`src/design/pirb_pkg.sv`:
```
// ----------------------------------------------------------------------------
// pirb_pkg
// Shared constants, the quarter-wave sine table and types for the
// point-in-rotated-box test.
// ----------------------------------------------------------------------------
package pirb_pkg;

  localparam int COORD_BITS_DEF = 24;
  localparam int FRAC_BITS_DEF  = 8;
  localparam int ANGLE_BITS_DEF = 16;

  localparam int              MARGIN_W     = 8;
  localparam logic [MARGIN_W-1:0] MARGIN_RESET = 8'd3;

  // Q1.15 sine/cosine, range -32768..32768
  localparam int TRIG_W   = 17;
  localparam int ROM_W    = 16;
  localparam int ROM_IDX_W = 7;
  localparam int ROM_LAST = 64;

  localparam logic [ROM_W-1:0] SIN_ROM [ROM_LAST+1] = '{
    16'd0,     16'd804,   16'd1608,  16'd2411,  16'd3212,  16'd4011,  16'd4808,  16'd5602,
    16'd6393,  16'd7180,  16'd7962,  16'd8740,  16'd9512,  16'd10279, 16'd11039, 16'd11793,
    16'd12540, 16'd13279, 16'd14010, 16'd14733, 16'd15447, 16'd16151, 16'd16846, 16'd17531,
    16'd18205, 16'd18868, 16'd19520, 16'd20160, 16'd20788, 16'd21403, 16'd22006, 16'd22595,
    16'd23170, 16'd23732, 16'd24279, 16'd24812, 16'd25330, 16'd25833, 16'd26320, 16'd26791,
    16'd27246, 16'd27684, 16'd28106, 16'd28511, 16'd28899, 16'd29269, 16'd29622, 16'd29957,
    16'd30274, 16'd30572, 16'd30853, 16'd31114, 16'd31357, 16'd31581, 16'd31786, 16'd31972,
    16'd32138, 16'd32286, 16'd32413, 16'd32522, 16'd32610, 16'd32679, 16'd32729, 16'd32758,
    16'd32768
  };

  typedef struct packed {
    logic signed [TRIG_W-1:0] c;
    logic signed [TRIG_W-1:0] s;
  } trig_t;

  // entries past the last one read as full scale
  function automatic logic [ROM_W-1:0] sin_rom_at(input logic [ROM_IDX_W-1:0] idx);
    if (idx >= ROM_IDX_W'(ROM_LAST)) begin
      return SIN_ROM[ROM_LAST];
    end
    return SIN_ROM[idx];
  endfunction

endpackage

```
`src/design/pirb_trig.sv`:
```
// ----------------------------------------------------------------------------
// pirb_trig
// Two-stage sine/cosine of the heading: quadrant fold and table lookup,
// then linear interpolation and sign.
// ----------------------------------------------------------------------------
module pirb_trig #(
  parameter int ANGLE_BITS = pirb_pkg::ANGLE_BITS_DEF
) (
  input  logic                  clk_i,
  input  logic [ANGLE_BITS-1:0] heading_i,
  output pirb_pkg::trig_t       trig_o
);
  import pirb_pkg::*;

  localparam int QUAD_W   = ANGLE_BITS - 2;
  localparam int INTERP_W = ANGLE_BITS - 8;
  localparam int FR_W     = (INTERP_W > 0) ? INTERP_W : 1;
  localparam int PROD_W   = ROM_W + FR_W;

  typedef struct packed {
    logic             neg;
    logic [ROM_W-1:0] base;
    logic [ROM_W-1:0] diff;
    logic [FR_W-1:0]  fr;
  } quarter_t;

  function automatic quarter_t split_phase(input logic [ANGLE_BITS-1:0] phase);
    logic [QUAD_W:0]        r;
    logic [ROM_IDX_W-1:0]   idx;
    quarter_t               o;
    r = phase[ANGLE_BITS-2] ?
        ({1'b1, {QUAD_W{1'b0}}} - {1'b0, phase[QUAD_W-1:0]}) :
        {1'b0, phase[QUAD_W-1:0]};
    idx    = ROM_IDX_W'(r >> INTERP_W);
    o.neg  = phase[ANGLE_BITS-1];
    o.base = sin_rom_at(idx);
    o.diff = sin_rom_at(idx + ROM_IDX_W'(1)) - o.base;
    o.fr   = (INTERP_W > 0) ? r[FR_W-1:0] : '0;
    return o;
  endfunction

  function automatic logic signed [TRIG_W-1:0] interp(input quarter_t q);
    logic [PROD_W-1:0]   prod;
    logic [PROD_W:0]     v;
    logic [PROD_W:0]     rnd;
    logic [ROM_W-1:0]    mag;
    prod = q.diff * q.fr;
    v    = {prod, 1'b0} >> INTERP_W;
    rnd  = (v + (PROD_W+1)'(1)) >> 1;
    mag  = q.base + rnd[ROM_W-1:0];
    return q.neg ? -$signed({1'b0, mag}) : $signed({1'b0, mag});
  endfunction

  logic [ANGLE_BITS-1:0] cos_phase;
  quarter_t              sin_q, sin_d, cos_q, cos_d;
  trig_t                 trig_q, trig_d;

  assign cos_phase = heading_i + {2'b01, {QUAD_W{1'b0}}};

  always_comb begin
    sin_d    = split_phase(heading_i);
    cos_d    = split_phase(cos_phase);
    trig_d.s = interp(sin_q);
    trig_d.c = interp(cos_q);
  end

  always_ff @(posedge clk_i) begin
    sin_q  <= sin_d;
    cos_q  <= cos_d;
    trig_q <= trig_d;
  end

  assign trig_o = trig_q;

endmodule

```
`config.mk`:
```
export PLATFORM = sky130hd
export DESIGN_NAME = pirb_trig
export DESIGN_NICKNAME = d
export VERILOG_FILES = /design/src/design/pirb_pkg.sv /design/src/design/pirb_trig.sv
export SDC_FILE = /design/constraint.sdc
export NUM_CORES = 1
export LEC_CHECK = 0
export ABC_CLOCK_PERIOD_IN_PS = 8600
export BUFFER_PORTS_ARGS = -buffer_cell sky130_fd_sc_hd__buf_2
export CAP_MARGIN = 20
export CORE_ASPECT_RATIO = 1.5
export CORE_MARGIN = 8
export CORE_UTILIZATION = 45
export DETAILED_ROUTE_END_ITERATION = 8
export GPL_ROUTABILITY_DRIVEN = 0
export PLACE_DENSITY = 0.62
export SYNTH_ARGS = -nofsm -noshare
export SYNTH_HDL_FRONTEND = slang
export SYNTH_SLANG_ARGS = --single-unit
export TNS_END_PERCENT = 1
```
`constraint.sdc`:
```
create_clock -name clk_i -period 8.6 [get_ports clk_i]
set_input_delay 0.43 -clock clk_i [delete_from_list [all_inputs] [get_ports clk_i]]
set_output_delay 0.43 -clock clk_i [all_outputs]
set_load 0.01 [all_outputs]
```
Word-level counts from Yosys, hierarchy flattened
Memories as Yosys holds them, arrays and structs flattened.
Cells that the tools add are included.
{"block": "word_totals", "regBits": 116, "rom_bits": 8192, "inputBits": 17, "output_inout_bits": 34, "wordCells": 67, "n_memories": 4}
{"name": "(name not given)", "words": 128, "width": 16, "rd": 1, "rd_ports_with_merged_regs": 0, "wr": 0, "line_no": "pirb_pkg.sv:43", "text": "return SIN_ROM[idx];"}
{"name": "(name not given)", "words": 128, "width": 16, "rd": 1, "rd_ports_with_merged_regs": 0, "wr": 0, "line_no": "pirb_pkg.sv:43"}
{"name": "(name not given)", "words": 128, "width": 16, "rd": 1, "rd_ports_with_merged_regs": 0, "wr": 0, "line_no": "pirb_pkg.sv:43"}
{"name": "(name not given)", "words": 128, "width": 16, "rd": 1, "rd_ports_with_merged_regs": 0, "wr": 0, "line_no": "pirb_pkg.sv:43"}
{"block": "op_classes", "addsub": 13, "multipliers": 2, "magnitude_cmp": 8, "mux": 24, "bitwise_logic": 4}
{"op": "2-to-1 mux 16 bit", "n": 18}
{"op": "multiplier 16 x 8 -> 24 bit", "n": 2}
{"op": "adder 17 x 1 -> 17 bit, second input constant", "n": 2}
{"op": "negator 16 -> 17 bit", "n": 2}
{"op": "adder 16 bit", "n": 2}
{"op": "greater-or-equal comparator 8 bit, second input constant", "n": 4}
{"op": "inverter 7 -> 8 bit", "n": 4}
{"op": "subtractor 16 bit", "n": 2}
{"op": "2-to-1 mux 15 bit", "n": 2}
{"op": "subtractor 15 x 14 -> 15 bit, first input constant", "n": 2}
{"op": "greater-or-equal comparator 7 bit, second input constant", "n": 4}
{"op": "adder 16 x 15 -> 16 bit, second input constant", "n": 1}
{"op": "adder 7 x 1 -> 7 bit, second input constant", "n": 2}
{"op": "2-to-1 mux 1 bit", "n": 4}

Depth between registers and ports, before layout
Gate-level depths: netlist of run 1.
{"block": "logic_depth", "depth_word": 10, "depth_mapped": 35, "depth_no_buf": 33}

Worst setup path before layout of run 1
No wires, ideal clock.
{"block": "synth_path", "path_kind": "reg-to-reg", "from": "register sin_q[3] (netlist name)", "to": "register trig_q, in the netlist trig_o[16]", "setup_time_ns": 0.143, "t_arrival_ns": 7.279, "t_required_ns": 8.457, "path_slack_ns": 1.178, "path_stages_with_launch": 34, "path_buffers": 3, "synth_period_minus_slack_ns": 7.422, "cell_sequence": "dfxtp_1 clkbuf_1 and2_1 fa_1 fa_1 fa_1 inv_1 fa_1 inv_1 ha_1 buf_2 and3_1 and3_1 a21oi_1 nor3b_1 o21ai_1 or3_1 nor2_1 o21ai_0 nand3_1 xor2_1 ha_1 clkbuf_1 a21o_1 a21o_1 a21oi_1 o21ai_0 a211o_1 a21o_1 a21o_1 a21oi_1 xnor2_1 xnor2_1 a41oi_1"}
{"block": "synth_between", "elab_chain_len": 4}
{"item": "from (decl)", "line_no": "pirb_trig.sv:55", "text": "quarter_t sin_q, sin_d, cos_q, cos_d;"}
{"item": "from (signal assigned)", "line_no": "pirb_trig.sv:68", "text": "sin_q <= sin_d;"}
{"item": "multiplier 16 x 8 -> 24 bit", "line_no": "pirb_trig.sv:47", "text": "prod = q.diff * q.fr;"}
{"item": "adder 17 x 1 -> 17 bit", "line_no": "pirb_trig.sv:49", "text": "rnd = (v + (PROD_W+1)'(1)) >> 1;"}
{"item": "adder 16 bit", "line_no": "pirb_trig.sv:50", "text": "mag = q.base + rnd[ROM_W-1:0];"}
{"item": "negator 16 -> 17 bit", "line_no": "pirb_trig.sv:51", "text": "return q.neg ? -$signed({1'b0, mag}) : $signed({1'b0, mag});"}
{"item": "to (signal assigned)", "line_no": "pirb_trig.sv:70", "text": "trig_q <= trig_d;"}
{"item": "to (decl)", "line_no": "pirb_trig.sv:56", "text": "trig_t trig_q, trig_d;"}
No other way between the ends.
A chain may end at the register's enable or synchronous reset.

Final worst setup path of run 1
{"block": "layout_path", "from": "register cos_q[11] (netlist name)", "to": "register trig_q, in the netlist trig_o[33]"}
{"block": "layout_between", "elab_chain_len": 4}
{"item": "from (decl)", "line_no": "pirb_trig.sv:55"}
{"item": "from (signal assigned)", "line_no": "pirb_trig.sv:69", "text": "cos_q <= cos_d;"}
{"item": "multiplier 16 x 8 -> 24 bit", "line_no": "pirb_trig.sv:47"}
{"item": "adder 17 x 1 -> 17 bit", "line_no": "pirb_trig.sv:49"}
{"item": "adder 16 bit", "line_no": "pirb_trig.sv:50"}
{"item": "negator 16 -> 17 bit", "line_no": "pirb_trig.sv:51"}
No other way between the ends.

==> results by group, run 1 <==
Run status
  – Run status: complete, no violations

Floorplan
  – # rows: 95
  – Die Y: 277 um
  – Initial Util: 45.5%
  – IO Count: 51
  – Core Region: 44,800 um2
  – Die Area: 52,600 um2
  – Chip Width: 190 um

Detailed routing
  – Post-DR vias/cell: 5.92
  – WL final: 61.1 mm
  – Final antenna-violating net count: 0
  – Remaining DRCs: 0
  – Vias: 19,353
  – Initial DRC Count: 1,281
  – Pre-Repair DR Iteration Count: 7
  – Routed len/inst: 18.7 um

Global route
  – All-Layer GR Usage: 23.0%
  – Number of global-route vias before repair: 19,206
  – Grt total ovfl: 0
  – Global-route wire length before repair: 99.9 mm
  – Largest net degree at the start of global routing: 53
  – Initial antenna violation count: 1

CTS
  – Clock sink count: 115
  – CTS Hold Bufs: 0
  – PostCTS Resize Cnt: 0
  – CTS tree: yes
  – H-tree levels: 4
  – Maximum clock path buffer count: 2
  – Clock transition at the registers of the reported paths: 0.07 ns
  – CTS root buffer: clkbuf_16
  – Cts bufs inserted: 17
  – Post-CTS setup buffer count: 0
  – Clock latency on the worst-skew pair: 0.45 ns

Worst hold path
  – Hold Path Sink: cos_q[0]
  – Worst min path class: input port to register
  – Min-delay src: heading_i[0]
  – Worst hold stages: 1

Timing
  – Post-layout minimum cycle time: 8.05 ns
  – Final hold vios: 0
  – # setup viols final: 0
  – Clock Skew: 0.0182 ns
  – FMAX: 124 MHz
  – Worst slew pin tran: 1.13 ns
  – Final Cycle Share: 93.6%
  – Worst slew margin: 24.2%
  – Final Max Slew Viols: 0
  – Setup TNS: 0 ns
  – RSZ-0062 raised after global routing: no

Cells and area
  – Area grow syn2layout: 7.65%
  – Nets: 3,056
  – Number of diodes: 0
  – Layout cells sized above 1: 7.33%
  – Fin util: 49.0%
  – Fill count: 4,458

Critical path
  – Worst path required time: 8.95 ns
  – CP top delay family: adder cells
  – CP Max Fanout: 8
  – Crit-path max cell delay: 0.59 ns
  – Worst setup SP type: register
  – Worst EP arrival: 8.39 ns
  – Most used cell, CP: fa_1
  – CP max stage cell: fa_1
  – CP endpoint kind: register
  – Critical path buffer and inverter count: 2
  – Levels on crit path: 27
  – Worst reg-to-reg setup slack: 0.55 ns
  – R2r worst-path depth: 27
  – Type of the worst setup path: register to register
  – R2r endpoint: trig_o[33]
  – RR Startpoint: cos_q[11]

Synth
  – Synth Flop Type: dfxtp_1
  – Sequential area share after synthesis: 11.3%
  – Synthesized instance count: 2,700
  – Post-Syn Nets: 3,080
  – Post-synth EDFFs: 0
  – Synth cell count leaders: inv_1, nand2_1, nor2_1, ha_1, and2_1
  – Yosys top cell area share: 16.7%
  – Post-synth ARST share: 0%
  – Most common cell in the netlist: inv_1
  – Synth top area cells: fa_1, ha_1, dfxtp_1
  – Netlist cell types: 85
  – Syn avg cell area: 7.56 um2
  – Post-Syn Area: 20,400 um2
  – Biggest area consumer among synthesized cells: fa_1
  – #FFs+latches synth: 115
  – Ys Warns: 0

Flow run
  – Max-cap viol count: 0

Placement
  – # port buffers: 50
  – Post-DP HPWL: 47.8 mm
[registers in the layout, summed over array words and instances (netlist names)]
name / cells
cos_q: 41
sin_q: 40
trig_o: 34
[how the worst max path moves through the flow]
stage	start	end
2_1_floorplan	sin_q[3]	trig_o[16]
3_3_place_gp	cos_q[7]	trig_o[33]
3_5_place_dp	cos_q[7]	trig_o[33]
4_1_cts	cos_q[7]	trig_o[33]
5_1_grt	sin_q[5]	trig_o[16]
6_report	cos_q[11]	trig_o[33]
[layout make-up]
| class | instances | area, um2 | share of cell area [%] |
|---|---|---|---|
| Clock buffer | 17 | 425 | 1.94 |
| Tap cell | 582 | 728 | 3.32 |
| Sequential cell | 115 | 2310 | 10.5 |
| Inverter | 286 | 1070 | 4.89 |
| Clock inverter | 15 | 170 | 0.775 |
| Timing Repair Buffer | 108 | 686 | 3.12 |
| Multi-Input combinational cell | 2148 | 16600 | 75.4 |
[placed cells by master (no fill, tap or decap), types with 25 or more instances in the layout]
cell type  netlist  layout
inv_1          276     276
dfxtp_1        115     107
o21ai_0        161     161
xnor2_1        136     127
a31oi_1         27      27
nand2b_1        25      25
buf_2           13      50
nor3_1          80      80
buf_4            0      58
a211oi_1        45      45
nand2_1        268     268
ha_1           193     193
fa_1           170     170
a21oi_1        175     175
nand3_1         59      59
nor2_1         206     206
xor2_1          44      38
and2_1         182     182
o211ai_1        28      28
[stage by stage]
stage / hold WS, ns / cells / cell area [um2] / setup WS (ns)
final: 0.151 / 3271 / 22000 / 0.554
after detailed placement: 0.516 / 3239 / 21400 / 0.543
after global placement: 0.502 / 3239 / 21400 / 0.708
after CTS: 0.139 / 3271 / 22000 / 0.505
after floorplan: 0.454 / 2700 / 20400 / 1.18
after global routing: 0.151 / 3271 / 22000 / 0.0126
[cell families (layout without fill, tap and decap cells)]
logic type,Yosys count,after routing,synth area share [%]
buffers and inverters,437,426,8.12
xor gates and xnor gates,182,182,7.89
AOI/OAI and AO/OA,660,660,20.9
and+or+nand+nor,929,929,22.3
muxes,13,13,0.957
DFF,115,115,11.3
adders and majority gates,364,364,28.6
[per-layer routing]
| layer | track usage [%] | vias to the layer above | routed length (um) |
|---|---|---|---|
| met5 | 0 | - | 0 |
| met4 | 10.8 | 0 | 2740 |
| met3 | 2.85 | 173 | 3430 |
| met2 | 40.9 | 775 | 31200 |
| met1 | 26.9 | 9235 | 23700 |
| li1 | - | 9170 | - |
Power of run 1 is not shown: default switching activity piles up to over one toggle a cycle in this logic, so the estimate is an artifact.
==> run 2, diff against run 1 <==
Settings changed: REMOVE_ABC_BUFFERS set to 1.
==> run 2 against run 1 <==
Core utilization grew 0.050 points. Clock skew down 0.0079 ns. Non-clock buffer count fell by 1. Highest routed layer unchanged.
==> results by group, run 2 (same netlist as run 1, synthesis figures left out) <==
Run status
  – Run status: complete, no violations

Critical path
  – R2r endpoint: trig_o[16]
  – Worst reg-to-reg setup slack: 0.45 ns
  – Worst path required time: 8.91 ns
  – CP top delay family: adder cells
  – RR Startpoint: sin_q[4]
  – Critical path buffer and inverter count: 2
  – CP endpoint kind: register
  – CP max stage cell: dfxtp_1
  – Worst EP arrival: 8.47 ns
  – Critical Path Source: sin_q[4]
  – Crit-path max cell delay: 0.67 ns
  – Type of the worst setup path: register to register
  – CP Capture Point: trig_o[16]
  – R2r worst-path depth: 30
  – CP Max Fanout: 16
  – Levels on crit path: 30
  – Worst setup SP type: register

Cells and area
  – Fin util: 49.1%
  – Largest register FFs: 41
  – Post-route insts no fill: 3,270
  – Layout cells sized above 1: 7.14%
  – Nets: 3,055
  – Most common cell after layout, fill and taps aside: inv_1
  – Area grow syn2layout: 7.76%
  – Number of diodes: 0
  – Reg with most FFs: cos_q
  – Most frequent cells in the layout: inv_1, nand2_1, nor2_1, ha_1, and2_1

Timing
  – Final Cycle Share: 94.8%
  – RSZ-0062 raised after global routing: no
  – FMAX: 123 MHz
  – Hold WS: 0.135 ns
  – Clock Skew: 0.0103 ns
  – Final Max Slew Viols: 0
  – Setup TNS: 0 ns
  – Post-layout minimum cycle time: 8.15 ns
  – Worst slew margin: 44.6%
  – Final hold vios: 0
  – Worst slew pin tran: 0.810 ns
  – # setup viols final: 0

Placement
  – # port buffers: 50
  – Inst Count DP: 3,237
  – Post-DP HPWL: 47.4 mm

Worst hold path
  – Worst min path class: input port to register

CTS
  – Clock transition at the registers of the reported paths: 0.06 ns
  – Maximum clock path buffer count: 2
  – CTS Hold Bufs: 0
  – PostCTS Resize Cnt: 0
  – Clock sink count: 115
  – CTS root buffer: clkbuf_16
  – CTS tree: yes
  – Post-CTS setup buffer count: 0
  – H-tree levels: 4
  – Cts bufs inserted: 17
  – Clock latency on the worst-skew pair: 0.45 ns

Floorplan
  – Initial Util: 45.5%
  – Die Y: 277 um
  – Die Area: 52,600 um2
  – Chip Width: 190 um
  – IO Count: 51
  – # rows: 95
  – Core Region: 44,800 um2

Global route
  – All-Layer GR Usage: 23.1%
  – Global-route wire length before repair: 99.8 mm
  – Number of global-route vias before repair: 19,049
  – Largest net degree at the start of global routing: 50
  – Initial antenna violation count: 0
  – Grt total ovfl: 0

Detailed routing
  – Initial DRC Count: 1,949
  – Routed len/inst: 18.8 um
  – Post-DR vias/cell: 5.91
  – Remaining DRCs: 0
  – Pre-Repair DR Iteration Count: 6
  – Final antenna-violating net count: 0
  – Vias: 19,313
  – WL final: 61.6 mm

Flow run
  – Max-cap viol count: 0
run 2: changes by cell type in the layout (fill, tap and decap cells not counted), sizes merged:
| cell | change |
|---|---|
| clkinv | +2 |
| clkbuf | +1 |
| bufinv | +2 |
| clkinvlp | -1 |
| inv | -4 |
| buf | -1 |
run 2: metal layers:
layer | track usage, % | wire length [um] | up-vias
met3 | 2.49 | 3130 | 152
li1 | - | - | 9155
met2 | 40.7 | 31200 | 691
met4 | 11.8 | 2910 | 0
met5 | 0 | 0 | -
met1 | 27.2 | 24300 | 9315
run 2: worst reg2reg max path: cells and delay by family, from the launching register on:
family | cells | cell delay, ns
AND/OR/NAND/NOR | 7 | 1.71
XOR/XNOR | 3 | 0.53
AO/OA/AOI/OAI | 12 | 2.35
adder cells (fa/ha/maj) | 6 | 2.67
buffers and inverters | 2 | 0.09
flip-flops | 1 | 0.67
run 2: how the worst min path moves through the flow:
| stage | startpoint | end | slack (ns) | cells after the start |
|---|---|---|---|---|
| global placement | sin_q[24] | trig_o[0] | 0.56 | 1 |
| detailed placement | sin_q[24] | trig_o[0] | 0.56 | 1 |
| floorplan | sin_q[24] | trig_o[0] | 0.45 | 1 |
| global route | heading_i[0] | cos_q[0] | 0.12 | 1 |
| finish | heading_i[0] | cos_q[0] | 0.13 | 1 |
| CTS | heading_i[0] | cos_q[0] | 0.11 | 1 |
run 2: cell type report:
type	instances	area, um2
inverters	286	1070
multi-input cells	2148	16600
flip-flops and latches	115	2310
well taps	582	728
clock inverters	14	203
repair buffers	107	678
clock buffers	18	429
fillers	4397	22800
run 2: metrics by stage:
step | area, um2 | setup WS [ns]
after global routing | 22000 | 0.00554
after detailed placement | 21300 | 0.519
after global placement | 21300 | 0.718
after floorplan | 19800 | 0.272
after CTS | 22000 | 0.489
final | 22000 | 0.448
Power of run 2 is left out for the same reason.
==> run 3, diff against run 2 <==
Settings changed: CELL_PAD_IN_SITES_DETAIL_PLACEMENT set to 0, CELL_PAD_IN_SITES_GLOBAL_PLACEMENT set to 1, PLACE_DENSITY 0.62 to 0.78, SETUP_SLACK_MARGIN set to 0.4.
==> run 3 against run 2 <==
Critical path type unchanged. Largest cell class unchanged. Critical endpoint unchanged. Core utilization is essentially flat. Die area is the same. Setup slack gained 0.21 ns. Worst hold slack gained 0.019 ns. Final area is essentially flat. Sequential cell count is the same.
==> results by group, run 3 (same netlist as run 1, synthesis figures left out) <==
Run status
  – Run status: complete, no violations

Critical path
  – Levels on crit path: 29
  – CP endpoint kind: register
  – Worst reg-to-reg setup slack: 0.65 ns
  – Most used cell, CP: fa_1
  – CP Max Fanout: 8
  – R2r worst-path depth: 29
  – CP max stage cell: or4_1
  – R2r endpoint: trig_o[16]
  – Worst path required time: 8.88 ns
  – Worst EP arrival: 8.23 ns
  – RR Startpoint: sin_q[14]
  – CP top delay family: adder cells
  – Critical path buffer and inverter count: 3
  – Worst setup SP type: register
  – Type of the worst setup path: register to register
  – Crit-path max cell delay: 0.60 ns
  – CP Capture Point: trig_o[16]
  – Critical Path Source: sin_q[14]

Detailed routing
  – Routed len/inst: 19.0 um
  – Post-DR vias/cell: 5.94
  – WL final: 62.2 mm
  – Remaining DRCs: 0
  – Vias: 19,392
  – Initial DRC Count: 1,763
  – Final antenna-violating net count: 0
  – Pre-Repair DR Iteration Count: 6

Cells and area
  – Final Cell Area: 22,000 um2
  – Largest register FFs: 41
  – Fill count: 4,427
  – Most frequent cells in the layout: inv_1, nand2_1, nor2_1, ha_1, and2_1
  – Area grow syn2layout: 7.68%
  – Reg with most FFs: cos_q
  – Number of diodes: 0
  – Fin util: 49.0%
  – Nets: 3,052
  – Most common cell after layout, fill and taps aside: inv_1
  – Layout cells sized above 1: 7.41%

Global route
  – Global-route wire length before repair: 101 mm
  – Largest net degree at the start of global routing: 50
  – Number of global-route vias before repair: 19,236
  – All-Layer GR Usage: 23.4%
  – Grt total ovfl: 0
  – Initial antenna violation count: 1

Timing
  – Setup TNS: 0 ns
  – Worst slew pin tran: 1.03 ns
  – Worst slew margin: 31.6%
  – RSZ-0062 raised after global routing: yes
  – Final Max Slew Viols: 0
  – Post-layout minimum cycle time: 7.95 ns
  – # setup viols final: 0
  – Clock Skew: 0.0155 ns
  – FMAX: 126 MHz
  – Final hold vios: 0
  – Hold WS: 0.153 ns
  – Final Cycle Share: 92.4%

Floorplan
  – Die Y: 277 um
  – # rows: 95
  – Chip Width: 190 um
  – Core Region: 44,800 um2
  – Die Area: 52,600 um2
  – IO Count: 51
  – Initial Util: 45.5%

Worst hold path
  – Worst min path class: input port to register
  – Min-delay src: heading_i[0]

Placement
  – Post-DP HPWL: 48.1 mm
  – # port buffers: 50
  – Cell Area, Placed: 21,300 um2

CTS
  – Clock sink count: 115
  – CTS tree: yes
  – Clock transition at the registers of the reported paths: 0.06 ns
  – Maximum clock path buffer count: 2
  – H-tree levels: 4
  – Clock latency on the worst-skew pair: 0.43 ns
  – Cts bufs inserted: 17
  – CTS root buffer: clkbuf_16

Flow run
  – Max-cap viol count: 0
## run 3: stage by stage
stage | instances | worst slack, ns
floorplan | 2549 | 0.272
global placement | 3235 | 0.700
detailed placement | 3235 | 0.470
CTS | 3267 | 0.430
global route | 3267 | 0.238
finish | 3267 | 0.653
## run 3: repair_timing
| item | CTS | global route |
|---|---|---|
| resized for setup | 0 | 16 |
| hold buffers | 0 | 0 |
| setup endpoints to repair | 0 | 11 |
| setup buffers | 0 | 0 |
## run 3: layer usage
metal | vias up | part of all wire [%] | global-route usage (%)
met1 | 9389 | 41 | 28.7
met2 | 680 | 50 | 40.8
met3 | 160 | 4.7 | 2.18
met5 | - | 0 | 0
li1 | 9163 | - | -
met4 | 0 | 4.1 | 10.2
## run 3: worst min path at each step
stage,depth (start not counted),end
floorplan,1,trig_o[0]
global placement,1,trig_o[0]
detailed placement,1,trig_o[0]
CTS,1,cos_q[0]
global route,1,cos_q[0]
finish,1,cos_q[0]
## run 3: cell type report
cell class | count | area (um2) | share of cell area (%)
Clock buffer | 19 | 443 | 2.02
Clock inverter | 13 | 174 | 0.792
Inverter | 286 | 1070 | 4.89
Multi-Input combinational cell | 2148 | 16600 | 75.5
Sequential cell | 115 | 2320 | 10.6
Tap cell | 582 | 728 | 3.31
Timing Repair Buffer | 104 | 656 | 2.98
## run 3: worst reg2reg max path, delay by kind of cell (launching register included)
kind / cells / cell delay [ns]
compound gates: 9 / 1.89
flops: 1 / 0.53
fa+ha+maj: 6 / 2.64
buf+inv: 3 / 0.20
xor+xnor: 3 / 0.53
simple gates: 8 / 1.98
Power of run 3 is left out for the same reason.
